### src/rtl/serial_loaded_bank_mapper_assert.svh
// ---------------------------------------------------------------------------
// Assertion macros for the serial loaded bank mapper
// Clocked on i_clk, disabled while i_rst_n is low, reported by $error.
// ---------------------------------------------------------------------------
`ifndef SERIAL_LOADED_BANK_MAPPER_ASSERT_SVH
`define SERIAL_LOADED_BANK_MAPPER_ASSERT_SVH

`ifndef SYNTHESIS

// Consequent must hold in the same cycle as the antecedent
`define SLBM_ASSERT_NOW(label, ante, cons) \
    label: assert property (@(posedge i_clk) disable iff (!i_rst_n) \
        (ante) |-> (cons)) else $error("slbm assertion failed");

// Consequent must hold in the cycle after the antecedent
`define SLBM_ASSERT_NEXT(label, ante, cons) \
    label: assert property (@(posedge i_clk) disable iff (!i_rst_n) \
        (ante) |=> (cons)) else $error("slbm assertion failed");

`else

`define SLBM_ASSERT_NOW(label, ante, cons)
`define SLBM_ASSERT_NEXT(label, ante, cons)

`endif

`endif

### src/rtl/slbm_pkg.sv
`default_nettype none
`timescale 1ns / 1ps
// ---------------------------------------------------------------------------
// slbm_pkg
// Request and result types, codes and reset values for the bank mapper.
// ---------------------------------------------------------------------------
package slbm_pkg;

    // Request: one bus access
    typedef struct packed {
        logic [1:0]  mode;
        logic [15:0] address;
        logic [7:0]  data;
    } t_in_item;

    // Result: translated access
    typedef struct packed {
        logic [1:0]  target;
        logic [18:0] mapped_address;
    } t_out_item;

    // Access modes
    localparam logic [1:0] MODE_CPU_WRITE = 2'd0;
    localparam logic [1:0] MODE_CPU_READ  = 2'd1;
    localparam logic [1:0] MODE_PPU       = 2'd2;

    // Result targets
    localparam logic [1:0] TGT_NONE = 2'd0;
    localparam logic [1:0] TGT_PRG  = 2'd1;
    localparam logic [1:0] TGT_CHR  = 2'd2;
    localparam logic [1:0] TGT_NT   = 2'd3;

    // PRG banking modes (control bits 3..2)
    localparam logic [1:0] PRG_MODE_32K_A     = 2'd0;
    localparam logic [1:0] PRG_MODE_32K_B     = 2'd1;
    localparam logic [1:0] PRG_MODE_FIX_FIRST = 2'd2;
    localparam logic [1:0] PRG_MODE_FIX_LAST  = 2'd3;

    // Nametable mirroring (control bits 1..0)
    localparam logic [1:0] MIRROR_ONE_LOW  = 2'd0;
    localparam logic [1:0] MIRROR_ONE_HIGH = 2'd1;
    localparam logic [1:0] MIRROR_VERT     = 2'd2;
    localparam logic [1:0] MIRROR_HORZ     = 2'd3;

    // Serial register targets (address bits 14..13)
    localparam logic [1:0] SEL_CONTROL = 2'd0;
    localparam logic [1:0] SEL_CHR_LO  = 2'd1;
    localparam logic [1:0] SEL_CHR_HI  = 2'd2;
    localparam logic [1:0] SEL_PRG     = 2'd3;

    // Configuration register index (paddr bit 2)
    localparam logic REG_IDX_LAST_PRG = 1'b0;

    // Reset values
    localparam logic [5:0] SR_EMPTY         = 6'h20;
    localparam logic [4:0] CTRL_RESET       = 5'h0c;
    localparam logic [4:0] CTRL_PRG_MODE3   = 5'h0c;
    localparam logic [4:0] CHR_LO_RESET     = 5'd0;
    localparam logic [4:0] CHR_HI_RESET     = 5'd1;
    localparam logic [4:0] PRG_SEL_RESET    = 5'd0;
    localparam logic [4:0] LAST_PRG_RESET   = 5'd15;

endpackage

`default_nettype wire

### src/rtl/serial_loaded_bank_mapper.sv
`default_nettype none
`timescale 1ns / 1ps
// ---------------------------------------------------------------------------
// serial_loaded_bank_mapper
// Serially loaded cartridge bank mapper with PRG, CHR and nametable mapping.
// ---------------------------------------------------------------------------
// Usage:
//   Requests arrive on i_in_valid / o_in_ready with payload i_in_data
//   (mode, address, data). Each request gives exactly one result on
//   o_out_valid / i_out_ready with payload o_out_data (target, address).
//   CPU writes at 0x8000 and above load the mapper registers one bit at a
//   time and come back with target none.
//   A request passes the request register, then the result register.
//   Throughput is one request per cycle while the receiver is ready; the
//   translation is a few muxes between those two registers, and the
//   mapper registers update in the same step so the next request sees them.
//   When the receiver stalls, the result register holds, the request
//   register still fills, and o_in_ready drops only when both are full.
//   The APB port writes the fixed last PRG bank number at byte addresses 0 to 3
//   (paddr bit 2 low); pready is always high and prdata returns the register.
//   Reset (synchronous, active low) empties both registers and returns the
//   mapper state to: serial register empty, control 0x0c, CHR banks 0/1,
//   PRG bank 0, last PRG bank 15.
// ---------------------------------------------------------------------------

`include "serial_loaded_bank_mapper_assert.svh"

module serial_loaded_bank_mapper
    import slbm_pkg::*;
(
    input  wire logic        i_clk,
    input  wire logic        i_rst_n,
    // request channel
    input  wire logic        i_in_valid,
    output logic             o_in_ready,
    input  wire t_in_item    i_in_data,
    // result channel
    output logic             o_out_valid,
    input  wire logic        i_out_ready,
    output t_out_item        o_out_data,
    // configuration port
    input  wire logic        psel,
    input  wire logic        penable,
    input  wire logic        pwrite,
    input  wire logic [2:0]  paddr,
    input  wire logic [31:0] pwdata,
    output logic [31:0]      prdata,
    output logic             pready
);

    // Pipeline registers
    logic      r_in_valid;
    t_in_item  r_in;
    logic      r_out_valid;
    t_out_item r_out;

    // Mapper state
    logic [5:0] r_shift_reg;
    logic [4:0] r_control;
    logic [4:0] r_chr_lo;
    logic [4:0] r_chr_hi;
    logic [4:0] r_prg_sel;
    logic [4:0] r_last_prg;

    logic [5:0] n_shift_reg;
    logic [4:0] n_control;
    logic [4:0] n_chr_lo;
    logic [4:0] n_chr_hi;
    logic [4:0] n_prg_sel;
    t_out_item  n_out;

    logic        out_free;
    logic        s1_move;
    logic        cfg_wr;
    logic        is_reg_write;
    logic [5:0]  shifted;
    logic [3:0]  bank16;
    logic [13:0] prg_off;
    logic [13:0] ppu_addr;
    logic [18:0] prg_addr;
    logic [18:0] chr_addr;
    logic [18:0] nt_addr;

    // Handshake
    assign out_free    = !r_out_valid || i_out_ready;
    assign s1_move     = r_in_valid && out_free;
    assign o_in_ready  = !r_in_valid || out_free;
    assign o_out_valid = r_out_valid;
    assign o_out_data  = r_out;

    // Configuration port
    assign pready = 1'b1;
    assign cfg_wr = psel && penable && pwrite && pready && (paddr[2] == REG_IDX_LAST_PRG);
    assign prdata = (paddr[2] == REG_IDX_LAST_PRG) ? {27'd0, r_last_prg} : 32'd0;

    always_ff @(posedge i_clk) begin
        if (!i_rst_n) begin
            r_last_prg <= LAST_PRG_RESET;
        end else if (cfg_wr) begin
            r_last_prg <= pwdata[4:0];
        end
    end

    // Request register
    always_ff @(posedge i_clk) begin
        if (!i_rst_n) begin
            r_in_valid <= 1'b0;
        end else if (o_in_ready) begin
            r_in_valid <= i_in_valid;
        end
    end

    always_ff @(posedge i_clk) begin
        if (o_in_ready && i_in_valid) begin
            r_in <= i_in_data;
        end
    end

    // PRG translation
    assign bank16  = r_prg_sel[3:0];
    assign prg_off = r_in.address[13:0];

    always_comb begin
        case (r_control[3:2])
            PRG_MODE_32K_A, PRG_MODE_32K_B: begin
                prg_addr = {1'b0, bank16[3:1], r_in.address[14:0]};
            end
            PRG_MODE_FIX_FIRST: begin
                prg_addr = r_in.address[14] ? {1'b0, bank16, prg_off}
                                            : {5'd0, prg_off};
            end
            PRG_MODE_FIX_LAST: begin
                prg_addr = r_in.address[14] ? {r_last_prg, prg_off}
                                            : {1'b0, bank16, prg_off};
            end
            default: begin
                prg_addr = '0;
            end
        endcase
    end

    // CHR translation
    assign ppu_addr = r_in.address[13:0];

    always_comb begin
        if (!r_control[4]) begin
            chr_addr = {2'b00, r_chr_lo[4:1], ppu_addr[12:0]};
        end else if (!ppu_addr[12]) begin
            chr_addr = {2'b00, r_chr_lo, ppu_addr[11:0]};
        end else begin
            chr_addr = {2'b00, r_chr_hi, ppu_addr[11:0]};
        end
    end

    // Nametable translation
    always_comb begin
        case (r_control[1:0])
            MIRROR_ONE_LOW:  nt_addr = {9'd0, ppu_addr[9:0]};
            MIRROR_ONE_HIGH: nt_addr = {7'd0, 1'b1, 1'b0, ppu_addr[9:0]};
            MIRROR_VERT:     nt_addr = {8'd0, ppu_addr[10:0]};
            MIRROR_HORZ:     nt_addr = {7'd0, ppu_addr[11], 1'b0, ppu_addr[9:0]};
            default:         nt_addr = '0;
        endcase
    end

    // Result select
    always_comb begin
        n_out.target         = TGT_NONE;
        n_out.mapped_address = '0;
        case (r_in.mode)
            MODE_CPU_READ: begin
                if (r_in.address[15]) begin
                    n_out.target         = TGT_PRG;
                    n_out.mapped_address = prg_addr;
                end
            end
            MODE_PPU: begin
                if (!ppu_addr[13]) begin
                    n_out.target         = TGT_CHR;
                    n_out.mapped_address = chr_addr;
                end else begin
                    n_out.target         = TGT_NT;
                    n_out.mapped_address = nt_addr;
                end
            end
            default: begin
                n_out.target         = TGT_NONE;
                n_out.mapped_address = '0;
            end
        endcase
    end

    // Serial register load
    assign is_reg_write = s1_move && (r_in.mode == MODE_CPU_WRITE) && r_in.address[15];
    assign shifted      = {r_in.data[0], r_shift_reg[5:1]};

    always_comb begin
        n_shift_reg = r_shift_reg;
        n_control   = r_control;
        n_chr_lo    = r_chr_lo;
        n_chr_hi    = r_chr_hi;
        n_prg_sel   = r_prg_sel;
        if (is_reg_write) begin
            if (r_in.data[7]) begin
                n_shift_reg = SR_EMPTY;
                n_control   = r_control | CTRL_PRG_MODE3;
            end else if (shifted[0]) begin
                n_shift_reg = SR_EMPTY;
                case (r_in.address[14:13])
                    SEL_CONTROL: n_control = shifted[5:1];
                    SEL_CHR_LO:  n_chr_lo  = shifted[5:1];
                    SEL_CHR_HI:  n_chr_hi  = shifted[5:1];
                    SEL_PRG:     n_prg_sel = shifted[5:1];
                    default:     n_control = r_control;
                endcase
            end else begin
                n_shift_reg = shifted;
            end
        end
    end

    always_ff @(posedge i_clk) begin
        if (!i_rst_n) begin
            r_shift_reg <= SR_EMPTY;
            r_control   <= CTRL_RESET;
            r_chr_lo    <= CHR_LO_RESET;
            r_chr_hi    <= CHR_HI_RESET;
            r_prg_sel   <= PRG_SEL_RESET;
        end else begin
            r_shift_reg <= n_shift_reg;
            r_control   <= n_control;
            r_chr_lo    <= n_chr_lo;
            r_chr_hi    <= n_chr_hi;
            r_prg_sel   <= n_prg_sel;
        end
    end

    // Result register
    always_ff @(posedge i_clk) begin
        if (!i_rst_n) begin
            r_out_valid <= 1'b0;
        end else if (out_free) begin
            r_out_valid <= r_in_valid;
        end
    end

    always_ff @(posedge i_clk) begin
        if (s1_move) begin
            r_out <= n_out;
        end
    end

    // Checks
    `SLBM_ASSERT_NOW(a_sr_never_full, 1'b1, (r_shift_reg[0] == 1'b0) && (r_shift_reg != 6'd0))
    `SLBM_ASSERT_NEXT(a_out_loaded, s1_move, r_out_valid)
    `SLBM_ASSERT_NEXT(a_in_held, r_in_valid && !s1_move, r_in_valid)
    `SLBM_ASSERT_NOW(a_none_is_zero, r_out_valid && (r_out.target == TGT_NONE), r_out.mapped_address == 19'd0)
    `SLBM_ASSERT_NEXT(a_reset_write, is_reg_write && r_in.data[7], (r_control[3:2] == PRG_MODE_FIX_LAST) && (r_shift_reg == SR_EMPTY))

endmodule

`default_nettype wire

### config.mk
export PLATFORM = sky130hd
export DESIGN_NAME = serial_loaded_bank_mapper
export DESIGN_NICKNAME = d
export VERILOG_FILES = /design/src/rtl/slbm_pkg.sv /design/src/rtl/serial_loaded_bank_mapper.sv
export VERILOG_INCLUDE_DIRS = /design/src /design/src/rtl
export SDC_FILE = /design/constraint.sdc
export NUM_CORES = 1
export LEC_CHECK = 0
export BUFFER_PORTS_ARGS = -buffer_cell sky130_fd_sc_hd__buf_4
export CAP_MARGIN = 20
export CORE_UTILIZATION = 52
export DETAILED_ROUTE_END_ITERATION = 16
export PLACE_DENSITY = 0.92
export SYNTH_ARGS = -nofsm -noshare
export SYNTH_HDL_FRONTEND = slang
export SYNTH_SLANG_ARGS = --single-unit
export TNS_END_PERCENT = 50
### constraint.sdc
create_clock -name i_clk -period 4.7 [get_ports i_clk]
set_input_delay 0.94 -clock i_clk [delete_from_list [all_inputs] [get_ports i_clk]]
set_output_delay 0.94 -clock i_clk [all_outputs]
set_load 0.005 [all_outputs]
==> reports/metrics.csv <==
metric;value;unit
CTS resizes;0;
min Tclk post-route;2.456;ns
clock-pin transition on the worst setup and hold timing paths;0.08;ns
Crit Path Class;in -> out;
fin. max-slew vios;0;
Final Hold Viols;0;
synthesized area;3176;sq um
chip width;80.15;um
CTS tree;built;
Req. time, crit path;3.76;ns
via density per instance;5.081;
CP Launch Type;input port;
die height;80.15;um
Worst Setup EP;o_in_ready;
EDFF count, synth;41;
maximum clock path buffer count;2;
Final GP Congestion;0.8562;
fill count;484;
register area;1852;sq um
RSZ-0062 raised after global routing;no;
Finish-stage setup viols;0;
crit share post-route;52.25;%
Pwr Total;1.205;mW
antenna cells;0;
CTS Buf Count;9;
final core utilization;62.85;%
ys flop type;edfxtp_1;
slew of the pin with the lowest slew margin;0.9150;ns
dpl cells;403;
vias in the first global route;1997;
Cells after Synth;280;
Routed Antenna Nets;0;
grt ovf;0;
Seq cells post-synth;72;
Total GRT Usage;18.63;%
area of the multi-input gates;1125;sq um
Pwr Density;323.9;nW/um^2
DR WL/cell;13.37;um
global-route wire length before repair;8887;um
placed wire-length estimate;3999;um
fraction of registers with async set/reset;0;%
FF-to-FF Start;r_in[24];
HP Start;r_chr_hi[4];
Area Overhead vs Synth;17.18;%
CP max FO;7;
CP Launch Point;i_out_ready;
layout cells sized above 1;22.97;%
synth top area cells;edfxtp_1 39%, dfxtp_1 20%, buf_4 6.6%, mux2i_1 6.6%, nand2_1 4.6%;
Largest register FFs;21;
Pleak;1.572;nW
final setup TNS;0;ns
via count;2129;
PortBufs;60;
CP arrival;1.52;ns
clk root buf;clkbuf_8;
Worst Setup End Kind;output port;
largest net degree at the start of global routing;43;
clk_skew;0.009741;ns
Post-Route WL;5600;um
H-tree level count;3;
IO Pins;124;
R2R Setup Slk;2.68;ns
r2r endpoint;r_chr_lo[2];
Initial Util;53.63;%
Post-CTS Setup Repair Bufs;0;
status;finished clean;
Hold Crit Class;reg -> reg;
initial antenna violation count;0;
cts hold-fix bufs;0;
Avg Synthesized Cell Area;11.34;sq um
final hold slack;0.4588;ns
Pre-antenna DRT Iters;4;
FMAX;0.4072;GHz
area leader, netlist;edfxtp_1;
initial detailed-routing violation count;142;
nets;411;
# DRC;0;
Seq/Total Area, Yosys;58.31;%
max_cap viols;0;
clk_lat worst skew;0.34;ns
VDD IR max;0.0002958;V
Final Non-Filler Cells;419;
core region area;5921;sq um
Netlist cell types;35;
clk sinks;72;
yosys warns;0;
cell row count;28;
Reg2Reg Depth;6;
die footprint;6423;sq um
max_slew headroom;39.00;%
Synth top area share;38.77;%
[final cells by class]
class / instances / area share (%)
clock buffers: 13 / 4.001
clock inverters: 3 / 0.4707
inverters: 9 / 0.9079
multi-input cells: 187 / 30.23
flip-flops and latches: 72 / 49.76
well taps: 75 / 2.522
repair buffers: 60 / 12.10
[cell usage after synthesis, types with 8 or more instances]
master / count
nand3_1: 13
inv_1: 9
nor2b_1: 13
o21ai_0: 13
clkbuf_1: 8
and2_1: 11
dfxtp_1: 31
edfxtp_1: 41
mux2i_1: 21
nand2_1: 39
buf_4: 28
[cells by family (layout without fill, tap and decap cells)]
family / Yosys count / count (layout) / share of synthesized area, %
and+or+nand+nor: 97 / 97 / 16.71
DFF: 72 / 72 / 58.31
buffers and inverters: 47 / 85 / 9.338
AOI/OAI and AO/OA: 37 / 37 / 7.210
muxes: 21 / 21 / 6.619
adders and majority gates: 4 / 4 / 1.576
other: 2 / 28 / 0.2365
[critical path, cell delays in order]
cell and delay (ns):
buf_4 0.12, nor2b_4 0.21, nand2_1 0.10, buf_4 0.14
[where the power goes]
group,total (mW),internal (mW),switching [mW]
registers,0.701,0.690,0.0110
clock network,0.417,0.205,0.212
logic,0.0876,0.0442,0.0434
[worst min path at each step]
stage,end,slack (ns),cells after the start
2_1_floorplan,r_chr_hi[1],0.44,2
3_3_place_gp,r_chr_hi[2],0.45,2
5_1_grt,r_chr_lo[4],0.49,2
4_1_cts,r_chr_hi[4],0.46,2
6_report,r_chr_hi[4],0.46,2
3_5_place_dp,r_chr_hi[4],0.45,2
[cells in the final DEF (no fill, tap or decap), drive strengths merged]
cell type	synthesis	layout
dfxtp	31	31
nor2b	14	14
a21oi	6	6
nand2b	1	1
and2	11	11
a22oi	2	2
nor4	2	2
o21ai	13	13
nand2	39	39
a21o	1	1
nor3	1	1
o221ai	1	1
and2b	1	1
and3	1	1
clkinv	0	2
mux2i	21	21
nand4	4	4
edfxtp	41	41
or3b	1	1
o211ai	1	1
nor2	5	5
nor3b	2	2
o21a	1	1
clkbuf	8	13
o22ai	4	4
inv	9	9
nand4b	2	2
a21boi	6	6
clkinvlp	0	1
conb	2	28
a32oi	2	2
nand3	13	13
ha	4	4
buf	30	60
[per-layer routing]
metal	vias to the layer above	GRT usage, %	routed length (um)
met2	68	32.14	2949
met5	-	0	0
li1	1040	-	-
met1	1005	21.49	2282
met3	16	3.182	207
met4	0	11.43	161
[stage by stage]
stage	area, sq um	setup WS [ns]
after floorplan	3273	2.545
after global placement	3555	2.279
after detailed placement	3555	2.237
after CTS	3721	2.233
after global routing	3721	2.203
final	3721	2.244
Note: power is estimated with default switching activity, not from simulation.
